--- src/design/lskv_pkg.sv ---
// Shared constants, codes, command/status bundles and helpers for the key/value table.
package lskv_pkg;

    // Table geometry
    localparam int SLOTS       = 64;
    localparam int KEY_BYTES   = 8;
    localparam int VALUE_BYTES = 8;

    localparam int KEY_W     = 64;
    localparam int VAL_W     = 64;
    localparam int LEN_W     = 4;
    localparam int KIND_W    = 3;
    localparam int STATUS_W  = 3;
    localparam int ENTRY_W   = 7;
    localparam int ACT_W     = 7;
    localparam int CFG_W     = 7;
    localparam int CFG_IDX_W = 2;
    localparam int CNT_W     = $clog2(SLOTS + 1);
    localparam int IDX_W     = $clog2(SLOTS);
    localparam int WORD_W    = KEY_W + LEN_W + VAL_W + LEN_W;

    // Command kinds
    localparam logic [KIND_W-1:0] K_INSERT = 3'd0;
    localparam logic [KIND_W-1:0] K_DELETE = 3'd1;
    localparam logic [KIND_W-1:0] K_GET    = 3'd2;
    localparam logic [KIND_W-1:0] K_UPDATE = 3'd3;
    localparam logic [KIND_W-1:0] K_CLEAR  = 3'd4;

    // Configuration register indexes
    localparam logic [CFG_IDX_W-1:0] CFG_ACTIVE  = 2'd0;
    localparam logic [CFG_IDX_W-1:0] CFG_KEY_LIM = 2'd1;
    localparam logic [CFG_IDX_W-1:0] CFG_VAL_LIM = 2'd2;

    typedef enum logic [STATUS_W-1:0] {
        ST_OK        = 3'd0,
        ST_DUP       = 3'd1,
        ST_FULL      = 3'd2,
        ST_NOT_FOUND = 3'd3,
        ST_EMPTY_KEY = 3'd4
    } status_t;

    typedef enum logic [2:0] {
        C_NONE   = 3'd0,
        C_INSERT = 3'd1,
        C_DELETE = 3'd2,
        C_UPDATE = 3'd3,
        C_CLEAR  = 3'd4
    } commit_t;

    // Controller to datapath
    typedef struct packed {
        logic    load;
        logic    issue;
        commit_t commit;
        logic    result_load;
        status_t result_status;
        logic    result_get;
    } dp_cmd_t;

    // Datapath to controller
    typedef struct packed {
        logic [KIND_W-1:0] kind;
        logic              empty_key;
        logic              issue_done;
        logic              hit;
        logic              found;
        logic              free_found;
        logic              out_busy;
    } dp_stat_t;

    // Mask keeping the low n bytes of a 64-bit word
    function automatic logic [KEY_W-1:0] byte_mask(input logic [LEN_W-1:0] n);
        logic [KEY_W-1:0] m;
        m = '0;
        for (int b = 0; b < 8; b++)
        begin
            if (LEN_W'(b) < n)
                m[b*8 +: 8] = 8'hFF;
        end
        return m;
    endfunction

    function automatic logic [LEN_W-1:0] min_len(input logic [LEN_W-1:0] a,
                                                input logic [LEN_W-1:0] b);
        return (a < b) ? a : b;
    endfunction

endpackage

--- src/design/lskv_ctrl.sv ---
// Command sequencer: check, scan, act, deliver result.
module lskv_ctrl (
    input  logic              clk,
    input  logic              rst_n,
    input  logic              in_valid,
    output logic              in_ready,
    input  lskv_pkg::dp_stat_t stat,
    output lskv_pkg::dp_cmd_t  cmd
);

    typedef enum logic [4:0] {
        S_IDLE   = 5'b00001,
        S_CHECK  = 5'b00010,
        S_SCAN   = 5'b00100,
        S_ACT    = 5'b01000,
        S_FINISH = 5'b10000
    } state_t;

    state_t            state_reg, state_next;
    lskv_pkg::status_t status_reg, status_next;
    logic              get_reg, get_next;

    assign in_ready = (state_reg == S_IDLE);

    // Next state and commands
    always_comb
    begin
        state_next        = state_reg;
        status_next       = status_reg;
        get_next          = get_reg;
        cmd               = '0;
        cmd.commit        = lskv_pkg::C_NONE;
        cmd.result_status = status_reg;
        cmd.result_get    = get_reg;
        case (state_reg)
            S_IDLE:
            begin
                if (in_valid)
                begin
                    cmd.load   = 1'b1;
                    get_next   = 1'b0;
                    state_next = S_CHECK;
                end
            end
            S_CHECK:
            begin
                status_next = lskv_pkg::ST_OK;
                state_next  = S_FINISH;
                if (stat.kind inside {lskv_pkg::K_INSERT, lskv_pkg::K_DELETE,
                                      lskv_pkg::K_GET, lskv_pkg::K_UPDATE})
                begin
                    if (stat.empty_key)
                        status_next = lskv_pkg::ST_EMPTY_KEY;
                    else
                        state_next = S_SCAN;
                end
                else if (stat.kind == lskv_pkg::K_CLEAR)
                begin
                    cmd.commit = lskv_pkg::C_CLEAR;
                end
            end
            S_SCAN:
            begin
                cmd.issue = !stat.issue_done && !stat.hit;
                if (stat.hit || stat.issue_done)
                    state_next = S_ACT;
            end
            S_ACT:
            begin
                state_next = S_FINISH;
                case (stat.kind)
                    lskv_pkg::K_INSERT:
                    begin
                        if (stat.found)
                            status_next = lskv_pkg::ST_DUP;
                        else if (stat.free_found)
                        begin
                            status_next = lskv_pkg::ST_OK;
                            cmd.commit  = lskv_pkg::C_INSERT;
                        end
                        else
                            status_next = lskv_pkg::ST_FULL;
                    end
                    lskv_pkg::K_DELETE:
                    begin
                        if (stat.found)
                        begin
                            status_next = lskv_pkg::ST_OK;
                            cmd.commit  = lskv_pkg::C_DELETE;
                        end
                        else
                            status_next = lskv_pkg::ST_NOT_FOUND;
                    end
                    lskv_pkg::K_GET:
                    begin
                        status_next = stat.found ? lskv_pkg::ST_OK : lskv_pkg::ST_NOT_FOUND;
                        get_next    = stat.found;
                    end
                    lskv_pkg::K_UPDATE:
                    begin
                        if (stat.found)
                        begin
                            status_next = lskv_pkg::ST_OK;
                            cmd.commit  = lskv_pkg::C_UPDATE;
                        end
                        else
                            status_next = lskv_pkg::ST_NOT_FOUND;
                    end
                    default:
                    begin
                        status_next = lskv_pkg::ST_OK;
                    end
                endcase
            end
            S_FINISH:
            begin
                if (!stat.out_busy)
                begin
                    cmd.result_load = 1'b1;
                    state_next      = S_IDLE;
                end
            end
            default:
            begin
                state_next = S_IDLE;
            end
        endcase
    end

    // State registers
    always_ff @(posedge clk or negedge rst_n)
    begin
        if (!rst_n)
        begin
            state_reg  <= S_IDLE;
            status_reg <= lskv_pkg::ST_OK;
            get_reg    <= 1'b0;
        end
        else
        begin
            state_reg  <= state_next;
            status_reg <= status_next;
            get_reg    <= get_next;
        end
    end

    // Checks
    a_get_needs_hit: assert property (@(posedge clk) disable iff (!rst_n)
        cmd.result_load && cmd.result_get |-> cmd.result_status == lskv_pkg::ST_OK)
        else $error("get result without a match");

    a_commit_then_finish: assert property (@(posedge clk) disable iff (!rst_n)
        cmd.commit != lskv_pkg::C_NONE |=> state_reg == S_FINISH)
        else $error("table update not followed by result");

    a_no_issue_after_hit: assert property (@(posedge clk) disable iff (!rst_n)
        stat.hit |-> !cmd.issue)
        else $error("scan continued past a match");

endmodule

--- config.mk ---
export PLATFORM = sky130hd
export DESIGN_NAME = lskv_ctrl
export DESIGN_NICKNAME = d
export VERILOG_FILES = /design/src/design/lskv_pkg.sv /design/src/design/lskv_ctrl.sv
export SDC_FILE = /design/constraint.sdc
export NUM_CORES = 1
export LEC_CHECK = 0
export ABC_AREA = 1
export BUFFER_PORTS_ARGS = -buffer_cell sky130_fd_sc_hd__buf_2
export CORE_MARGIN = 4
export CORE_UTILIZATION = 41
export DETAILED_ROUTE_END_ITERATION = 10
export PLACE_DENSITY_LB_ADDON = 0.12
export SETUP_SLACK_MARGIN = 0.05
export SYNTH_ARGS = -nofsm -noshare
export SYNTH_HDL_FRONTEND = slang
export SYNTH_SLANG_ARGS = --single-unit
--- constraint.sdc ---
create_clock -name clk -period 1.1 [get_ports clk]
set_input_delay 0.055 -clock clk [delete_from_list [all_inputs] [get_ports clk]]
set_output_delay 0.055 -clock clk [all_outputs]
set_load 0.05 [all_outputs]
==> flow_summary_export.csv, run 1 <==
group,metric,value,unit
clocking,clockBufferDepth,2,
finish,multi_input_area,438,sq um
placed_design,port_buffers,22,
placed_design,postPlaceCellArea,867,sq um
synthesis,yosysTopAreaCell,"dfrtp_1",
synthesis,yosysSeqAreaShare,0.380,
timing,finalCriticalPeriod,1.54,ns
route,drtIter0Drc,17,
die,dieHeight,46.1,um
synthesis,synthAdderAreaFrac,0,
pwr,p_sw,0.00122,W
timing,setup_violations,15,
placed_design,gp_congestion,0.828,
critical_path,cp.arrival,1.49,ns
critical_path,critical-path-top-delay-family,"simple AND/OR/NAND/NOR gates",
timing,worstMarginPinSlew,0.324,ns
route,first_pass_iters,4,
placed_design,placed_cells,131,
route,drc,0,
hold_path,worstHoldPathType,"primary input to flip-flop",
route,via_per_inst,5.19,
timing,max_clock_freq,649,MHz
synthesis,synth-edff-count,0,
critical_path,end_kind,"output pin",
pwr,comb_power_share,0.671,
clocking,numCtsBuffers,3,
synthesis,yosys.area_share.simple,0.426,
clocking,cts-root-buf,"clkbuf_4",
die,die_w,46.1,um
finish,ff_latch_area,226,sq um
synthesis,synth.distinct_cells,21,
timing,slew_violations,0,
route,vias,747,
critical_path,cp_num_buf_inv,2,
die,core_area,1330,sq um
die,initial_core_util,0.447,
timing,setup_tns,-5.18,ns
critical_path,reg2reg_slack,-0.37,ns
critical_path,crit_chain,"inv_2 -> nand2_1 -> nor2_4 -> nand2_4 -> nor3b_4 -> buf_6",
critical_path,critPathMaxFanout,3,
finish,largest_reg_flops,5,
finish,nFillCells,85,
finish,final_cell_count_no_fill,144,
synthesis,syn_area,596,sq um
grt,grt_max_degree,10,
finish,drive_gt1_frac,0.574,
grt,gr-total-overflow,0,
grt,grt_pass1_wl,3.24,mm
timing,rsz0062_at_grt,"true",
timing,finalClockSkew,0.0110,ns
route,ant_nets,0,
pwr,p_int,0.00128,W
synthesis,syn_nets,96,
pwr,irDropWorstVdd,0.00139,V
finish,antenna_cells,0,
route,wl,1.97,mm
placed_design,hpwl,1.30,mm
pwr,sequentialPowerShare,0.216,
status,violations,"setup timing",
clocking,cts_tree,"done",
route,post_drt_wl_per_cell,13.6,um
finish,stdcell_area,1120,sq um
synthesis,synthXorXnorAreaFrac,0.0147,
synthesis,synth_ff_type,"dfrtp_1",
synthesis,netlist_instances,84,
finish,area_delta_synth_final,87.6,%
synthesis,async_flop_share,1.00,
synthesis,avgSynthCellArea,7.09,sq um
synthesis,synth_compound_area_frac,0.0840,
pwr,p_total,0.00250,W
critical_path,critical_path.max_stage_delay,0.42,ns
pwr,cellPowerDensity,2240,nW/um^2
die,io-pin-count,23,
critical_path,worst-setup-path-type,"flip-flop to output pin",
synthesis,synth_commonest_cells,"nand2_1 (16), nor2_1 (15), inv_1 (13), dfrtp_1 (8), nand3_1 (8)",
synthesis,synth_top_family_by_area,"simple AND/OR/NAND/NOR gates",
die,core.rowCount,13,
clocking,htreeDepth,1,
clocking,cts.clk_slew.worst_paths,0.08,ns
die,die-area,2130,sq um
synthesis,synth_area_leaders,"dfrtp_1 (34%), nand2_1 (10%), nor2_1 (9.5%)",
grt,antenna_found_initial,0,
synthesis,synthDominantCellAreaShare,0.336,
critical_path,crit_slowest_cell,"dfrtp_1",
placed_design,dp_slack,-0.260,ns
synthesis,synth.ff_latch_count,9,
timing,finalHoldViolCount,0,
finish,layout.nets,142,
status,outcome,"finished, violations left",
grt,first_global_vias,719,
synthesis,synth_most_common_cell,"nand2_1",
clocking,insertion_delay,0.28,ns
timing,finalCritPeriodShare,1.40,
clocking,clock_sinks,9,
pwr,pwr-share-clk,0.113,
synthesis,yosys_warnings,0,
run,cap_violations,0,
pwr,sw_frac_of_total,0.487,
timing,maxSlewHeadroom,0.782,
pwr,p_leak,0.564,nW
grt,grt_usage,0.220,
critical_path,required,1.04,ns
synthesis,synth.area.mux_share,0,
critical_path,cp-start-kind,"flip-flop",
timing,setup_ws,-0.442,ns
## path summary, 6_finish.rpt
kind,startpoint,to,cells after the start
worst max-delay path,state_reg[2]$_DFFE_PN0P_,cmd[5],6
worst min-delay path,stat[8],state_reg[2]$_DFFE_PN0P_,2
worst max register to register,state_reg[2]$_DFFE_PN0P_,status_reg[2]$_DFFE_PN0P_,10
worst min register to register,get_reg$_DFFE_PN0P_,get_reg$_DFFE_PN0P_,2
max in group asynchronous,rst_n,state_reg[0]$_DFFE_PN1P_,2
min in group asynchronous,rst_n,status_reg[0]$_DFFE_PN0P_,2
## through the flow
step           hold slack, ns   util
2_1_floorplan          -0.241      -
5_1_grt                0.0119  0.838
4_1_cts               0.00462  0.803
3_5_place_dp          -0.0759  0.650
3_3_place_gp          -0.0749  0.650
6_report              0.00163  0.838
## routing by layer
layer  GRT usage  up-vias  share of wire
met5           0        -              0
met4      0.0852        0          0.022
met3      0.0742        8          0.070
met2       0.382       34           0.55
met1       0.243      344           0.36
li1            -      361              -
## placed cells by master, fill, tap and decap left out, drive strengths merged, types with 2 or more instances in the layout
cell	Yosys	layout
a21oi	2	2
buf	1	40
clkbuf	0	3
clkinvlp	0	2
dfrtp	8	8
dlygate4sd3	0	2
inv	13	11
nand2	18	18
nand3	10	10
nand4	2	2
nor2	18	18
o21ai	5	5
## area by class of cell
type | instances | area share
Multi-Input combinational cell | 61 | 0.392
Timing Repair Buffer | 42 | 0.311
Sequential cell | 9 | 0.203
Inverter | 13 | 0.0526
Clock buffer | 3 | 0.0202
Tap cell | 15 | 0.0168
Clock inverter | 1 | 0.00448
## cells by family (layout without fill, tap and decap cells)
| family | count (synthesis) | after routing |
|---|---|---|
| DFF | 9 | 9 |
| buffers and inverters | 14 | 59 |
| xor gates and xnor gates | 1 | 1 |
| and+or+nand+nor | 51 | 51 |
| AOI/OAI and AO/OA | 9 | 9 |
## power by group through the flow
stage	sequential, W	clock [W]	combinational [W]
2_1_floorplan	0.000712	0	0.000642
3_3_place_gp	0.000524	0	0.00117
3_5_place_dp	0.000532	0	0.00119
4_1_cts	0.000534	0.000280	0.00155
5_1_grt	0.000557	0.000295	0.00180
6_report	0.000541	0.000282	0.00168
## repair_timing
item,CTS,global route
endpoints found under the setup margin,16,16
hold buffers,2,0
pin swaps,3,3
hold endpoints to repair,10,0
resized for setup,33,9
setup buffers,5,3
Power figures use the tool's default switching activity.
==> inputs of run 2 (changes only) <==
- REMOVE_ABC_BUFFERS: default -> 1
==> run 2 against run 1 <==
  * The run still ends with setup timing left
  * Register-to-register slack gained 0.11 ns
  * Largest power group unchanged
  * Critical path depth is the same
  * Clock power shrank 7.8%
  * Highest routed layer unchanged
  * First-iteration DRC count shrank 12%
  * Wire length shrank 15%
  * Clock-buffer cell count grew 1
  * Total power shrank 11%
  * Maximum frequency grew 3.2%
  * Clock skew shrank 0.0085 ns
  * Final cell count shrank 3.5%
==> flow_summary_export.csv, run 2 (synthesis results as in run 1) <==
group,metric,value,unit
status,outcome,"finished, violations left",
status,violations,"setup timing",
die,dieHeight,46.1,um
clocking,cts.clk_slew.worst_paths,0.06,ns
timing,finalCritPeriodShare,1.36,
route,post_drt_wl_per_cell,12.0,um
clocking,clock_sinks,9,
critical_path,cp-start-kind,"flip-flop",
critical_path,end_kind,"output pin",
critical_path,critPathMaxFanout,3,
clocking,numCtsBuffers,3,
finish,nFillCells,116,
die,io-pin-count,23,
critical_path,reg2reg_depth,6,
route,ant_nets,0,
clocking,htreeDepth,1,
critical_path,reg2reg_slack,-0.26,ns
route,vias,679,
pwr,irDropWorstVdd,0.00115,V
die,die_w,46.1,um
critical_path,startpoint,"state_reg[4]$_DFFE_PN0P_",
route,wl,1.67,mm
route,via_per_inst,4.88,
critical_path,worstSetupEndpoint,"cmd[5]",
grt,gr-total-overflow,0,
clocking,cts-root-buf,"clkbuf_4",
timing,setup_ws,-0.394,ns
grt,grt_pass1_wl,2.51,mm
clocking,cts_tree,"done",
critical_path,reg2reg_from,"state_reg[0]$_DFFE_PN1P_",
critical_path,r2r-end,"get_reg$_DFFE_PN0P_",
critical_path,worst-setup-path-type,"flip-flop to output pin",
grt,first_global_vias,657,
route,first_pass_iters,4,
grt,antenna_found_initial,0,
clocking,insertion_delay,0.26,ns
timing,worstMarginPinSlew,0.238,ns
critical_path,cp.arrival,1.44,ns
pwr,p_leak,0.509,nW
timing,finalCriticalPeriod,1.49,ns
pwr,cellPowerDensity,2280,nW/um^2
route,drc,0,
finish,final_cell_mix,"buf_2 (15), nand2_1 (14), buf_4 (12)",
route,drtIter0Drc,15,
timing,setup_violations,15,
finish,largest_reg_flops,5,
hold_path,worstHoldPathType,"primary input to flip-flop",
finish,antenna_cells,0,
grt,grt_usage,0.166,
finish,area_delta_synth_final,64.1,%
die,core_area,1330,sq um
die,die-area,2130,sq um
timing,maxSlewHeadroom,0.841,
run,cap_violations,0,
timing,rsz0062_at_grt,"true",
timing,finalClockSkew,0.00256,ns
critical_path,required,1.04,ns
timing,max_clock_freq,669,MHz
placed_design,hpwl,1.19,mm
finish,final_common_cell,"buf_2",
placed_design,gp_congestion,0.865,
pwr,p_total,0.00223,W
clocking,clockBufferDepth,2,
grt,grt_max_degree,10,
finish,final_util,0.733,
timing,slew_violations,0,
finish,layout.nets,137,
placed_design,port_buffers,22,
die,core.rowCount,13,
finish,drive_gt1_frac,0.508,
timing,hold_ws,0.0348,ns
die,initial_core_util,0.447,
timing,finalHoldViolCount,0,
==> run 2: worst min path at each step <==
stage | start | end | slack, ns | cells past startpoint
floorplan | rst_n | get_reg$_DFFE_PN0P_ | -0.24 | 0
global placement | rst_n | status_reg[2]$_DFFE_PN0P_ | -0.08 | 1
detailed placement | rst_n | status_reg[0]$_DFFE_PN0P_ | -0.08 | 1
CTS | stat[8] | state_reg[2]$_DFFE_PN0P_ | 0.02 | 2
global route | stat[8] | state_reg[2]$_DFFE_PN0P_ | 0.03 | 2
finish | stat[8] | state_reg[2]$_DFFE_PN0P_ | 0.03 | 2
==> run 2: what timing repair did <==
| item | in CTS | in global routing |
|---|---|---|
| setup endpoints to repair | 16 | 16 |
| gates resized for setup | 24 | 11 |
| hold endpoints to repair | 10 | 0 |
| hold buffers | 2 | 0 |
| buffers inserted | 3 | 2 |
| pin swaps | 4 | 7 |
==> run 2: power breakdown <==
part,switching (W),internal [W]
sequential,0.0000825,0.000444
clock,0.000120,0.000140
combinational,0.000859,0.000585
total,0.00106,0.00117
==> run 2: area by class of cell <==
cell class                      instances  area (sq um)  area share
Sequential cell                         9           226       0.232
Timing Repair Buffer                   37           279       0.286
Clock buffer                            4          26.3      0.0269
Inverter                               13          48.8      0.0499
Multi-Input combinational cell         61           378       0.387
Tap cell                               15          18.8      0.0192
==> run 2: critical path, cell delays in order, from the launching register on <==
cell and delay [ns]:
dfrtp_1 0.41, inv_1 0.10, nand2_2 0.08, nor2_4 0.11, nand2_2 0.09, nor3b_2 0.21
buf_6 0.18
==> run 2: metal layers <==
layer | wire (um) | GRT usage | vias to the layer above
met5 | 0 | 0 | -
met4 | 12 | 0.0682 | 0
met3 | 77 | 0.0273 | 2
met2 | 889 | 0.313 | 18
met1 | 696 | 0.178 | 310
li1 | - | - | 349
==> run 2: through the flow <==
step	worst slack [ns]	cell area, sq um	TNS [ns]	instances
CTS	-0.376	917	-3.72	137
finish	-0.394	977	-4.04	139
global placement	-0.182	777	-1.73	128
detailed placement	-0.192	777	-1.75	128
global route	-0.464	977	-5.02	139
floorplan	-1.13	588	-3.01	83
==> inputs of run 3 (changes only) <==
- BUFFER_PORTS_ARGS: -buffer_cell sky130_fd_sc_hd__buf_2 -> -buffer_cell sky130_fd_sc_hd__buf_4
- SLEW_MARGIN: default -> 40
==> run 3 against run 2 <==
  * The run still ends with setup timing left
  * Non-clock buffer count grew 7
  * Final cell count grew 5.0%
  * Sequential power about the same
  * Combinational power increased by 12%
  * Global-route usage is 2.6 points higher
  * Setup slack worse by 0.043 ns
  * Design area rose by 16%
  * Clock power decreased by 2%
  * Clock skew down 0.00066 ns
  * Sequential share of layout area shrank 3.1 points
  * Critical path type unchanged
==> flow_summary_export.csv, run 3 (synthesis results as in run 1) <==
group,metric,value,unit
placed_design,postPlaceCellArea,832,sq um
timing,finalCriticalPeriod,1.54,ns
clocking,cts-root-buf,"clkbuf_4",
route,wl,1.88,mm
clocking,clockBufferDepth,2,
die,dieHeight,46.1,um
placed_design,dp_slack,-0.171,ns
timing,finalClockSkew,0.00189,ns
finish,largest_reg_flops,5,
route,vias,742,
status,violations,"setup timing",
critical_path,worst-setup-path-type,"flip-flop to output pin",
finish,layout.nets,144,
placed_design,port_buffers,22,
route,first_pass_iters,4,
die,die-area,2130,sq um
die,core_area,1330,sq um
clocking,clock_sinks,9,
finish,area_delta_synth_final,89.7,%
clocking,numCtsBuffers,3,
critical_path,r2r-end,"get_reg$_DFFE_PN0P_",
timing,finalHoldViolCount,0,
pwr,p_total,0.00240,W
timing,setup_ws,-0.437,ns
placed_design,gp_congestion,0.825,
clocking,cts.clk_slew.worst_paths,0.06,ns
grt,antenna_found_initial,0,
clocking,cts_tree,"done",
grt,first_global_vias,711,
route,ant_nets,0,
die,initial_core_util,0.447,
placed_design,hpwl,1.20,mm
grt,grt_usage,0.193,
finish,final_common_cell,"buf_4",
finish,final_cell_mix,"buf_4 (29), nand2_1 (14), inv_1 (10), buf_6 (10), nor2_1 (9)",
timing,maxSlewHeadroom,0.755,
route,post_drt_wl_per_cell,12.9,um
route,drtIter0Drc,18,
critical_path,cp.arrival,1.48,ns
status,outcome,"finished, violations left",
timing,rsz0062_at_grt,"true",
hold_path,worstHoldPathType,"primary input to flip-flop",
timing,slew_violations,0,
die,io-pin-count,23,
grt,gr-total-overflow,0,
die,die_w,46.1,um
hold_path,worstHoldStart,"stat[1]",
finish,drive_gt1_frac,0.550,
critical_path,cp-start-kind,"flip-flop",
clocking,insertion_delay,0.26,ns
timing,hold_ws,0.0968,ns
finish,antenna_cells,0,
grt,grt_pass1_wl,2.90,mm
route,drc,0,
route,via_per_inst,5.08,
critical_path,reg2reg_depth,7,
critical_path,end_kind,"output pin",
timing,max_clock_freq,650,MHz
timing,worstMarginPinSlew,0.364,ns
pwr,p_leak,0.579,nW
critical_path,reg2reg_from,"state_reg[3]$_DFFE_PN0P_",
timing,finalCritPeriodShare,1.40,
pwr,irDropWorstVdd,0.00133,V
finish,stdcell_area,1130,sq um
hold_path,hold_end,"status_reg[1]$_DFFE_PN0P_",
critical_path,required,1.04,ns
run,cap_violations,0,
pwr,cellPowerDensity,2120,nW/um^2
critical_path,reg2reg_slack,-0.29,ns
hold_path,whs_path_depth,4,
clocking,htreeDepth,1,
timing,setup_violations,16,
die,core.rowCount,13,
critical_path,critPathMaxFanout,3,
grt,grt_max_degree,10,
finish,final_util,0.847,
-- run 3: cell count changes in the layout (fill, tap and decap cells not counted), sizes merged --
| cell | delta |
|---|---|
| buf | +6 |
| dlygate4sd3 | +1 |
-- run 3: layout make-up --
cell class	instances	area [sq um]
clock buffers	4	26.3
fillers	76	204
inverters	13	48.8
multi-input cells	61	419
flip-flops and latches	9	226
well taps	15	18.8
repair buffers	44	390
-- run 3: how the worst max path moves through the flow --
| stage | startpoint | end | cells past startpoint |
|---|---|---|---|
| 2_1_floorplan | state_reg[2]$_DFFE_PN0P_ | cmd[7] | 5 |
| 3_3_place_gp | state_reg[0]$_DFFE_PN1P_ | get_reg$_DFFE_PN0P_ | 5 |
| 3_5_place_dp | state_reg[0]$_DFFE_PN1P_ | get_reg$_DFFE_PN0P_ | 5 |
| 4_1_cts | state_reg[1]$_DFFE_PN0P_ | cmd[5] | 6 |
| 5_1_grt | state_reg[3]$_DFFE_PN0P_ | cmd[7] | 6 |
| 6_report | state_reg[1]$_DFFE_PN0P_ | cmd[5] | 6 |
-- run 3: through the flow --
| step | std cells | setup TNS [ns] |
|---|---|---|
| after detailed placement | 128 | -1.38 |
| after global placement | 128 | -1.11 |
| after global routing | 146 | -5.39 |
| after CTS | 142 | -3.68 |
| final | 146 | -4.10 |
| after floorplan | 83 | -3.01 |
-- run 3: repair_timing --
action,CTS,global route
setup endpoints to repair,15,16
hold buffers,3,0
endpoints found under the hold margin,10,0
buffers inserted,11,4
resized for setup,28,13
pin swaps,15,12
-- run 3: layer usage --
metal	vias up	global-route usage	part of all wire	wire (um)
met5	-	0	0	0
met4	0	0.108	0.014	27
met3	4	0.0391	0.044	83
met2	20	0.335	0.56	1040
met1	354	0.214	0.38	722
li1	364	-	-	-
-- run 3: where the power goes --
part | switching, W | internal, W | leakage [nW]
clock | 0.000115 | 0.000140 | 0.0150
combinational | 0.000908 | 0.000704 | 0.446
sequential | 0.0000858 | 0.000445 | 0.117
total | 0.00111 | 0.00129 | 0.579
-- run 3: worst max-delay path: stages (launching register included) --
cell,delay [ns]
dfrtp_1,0.41
nor2_4,0.11
nand2_2,0.07
nor2_4,0.15
nand2_4,0.08
nor3b_4,0.21
buf_6,0.18
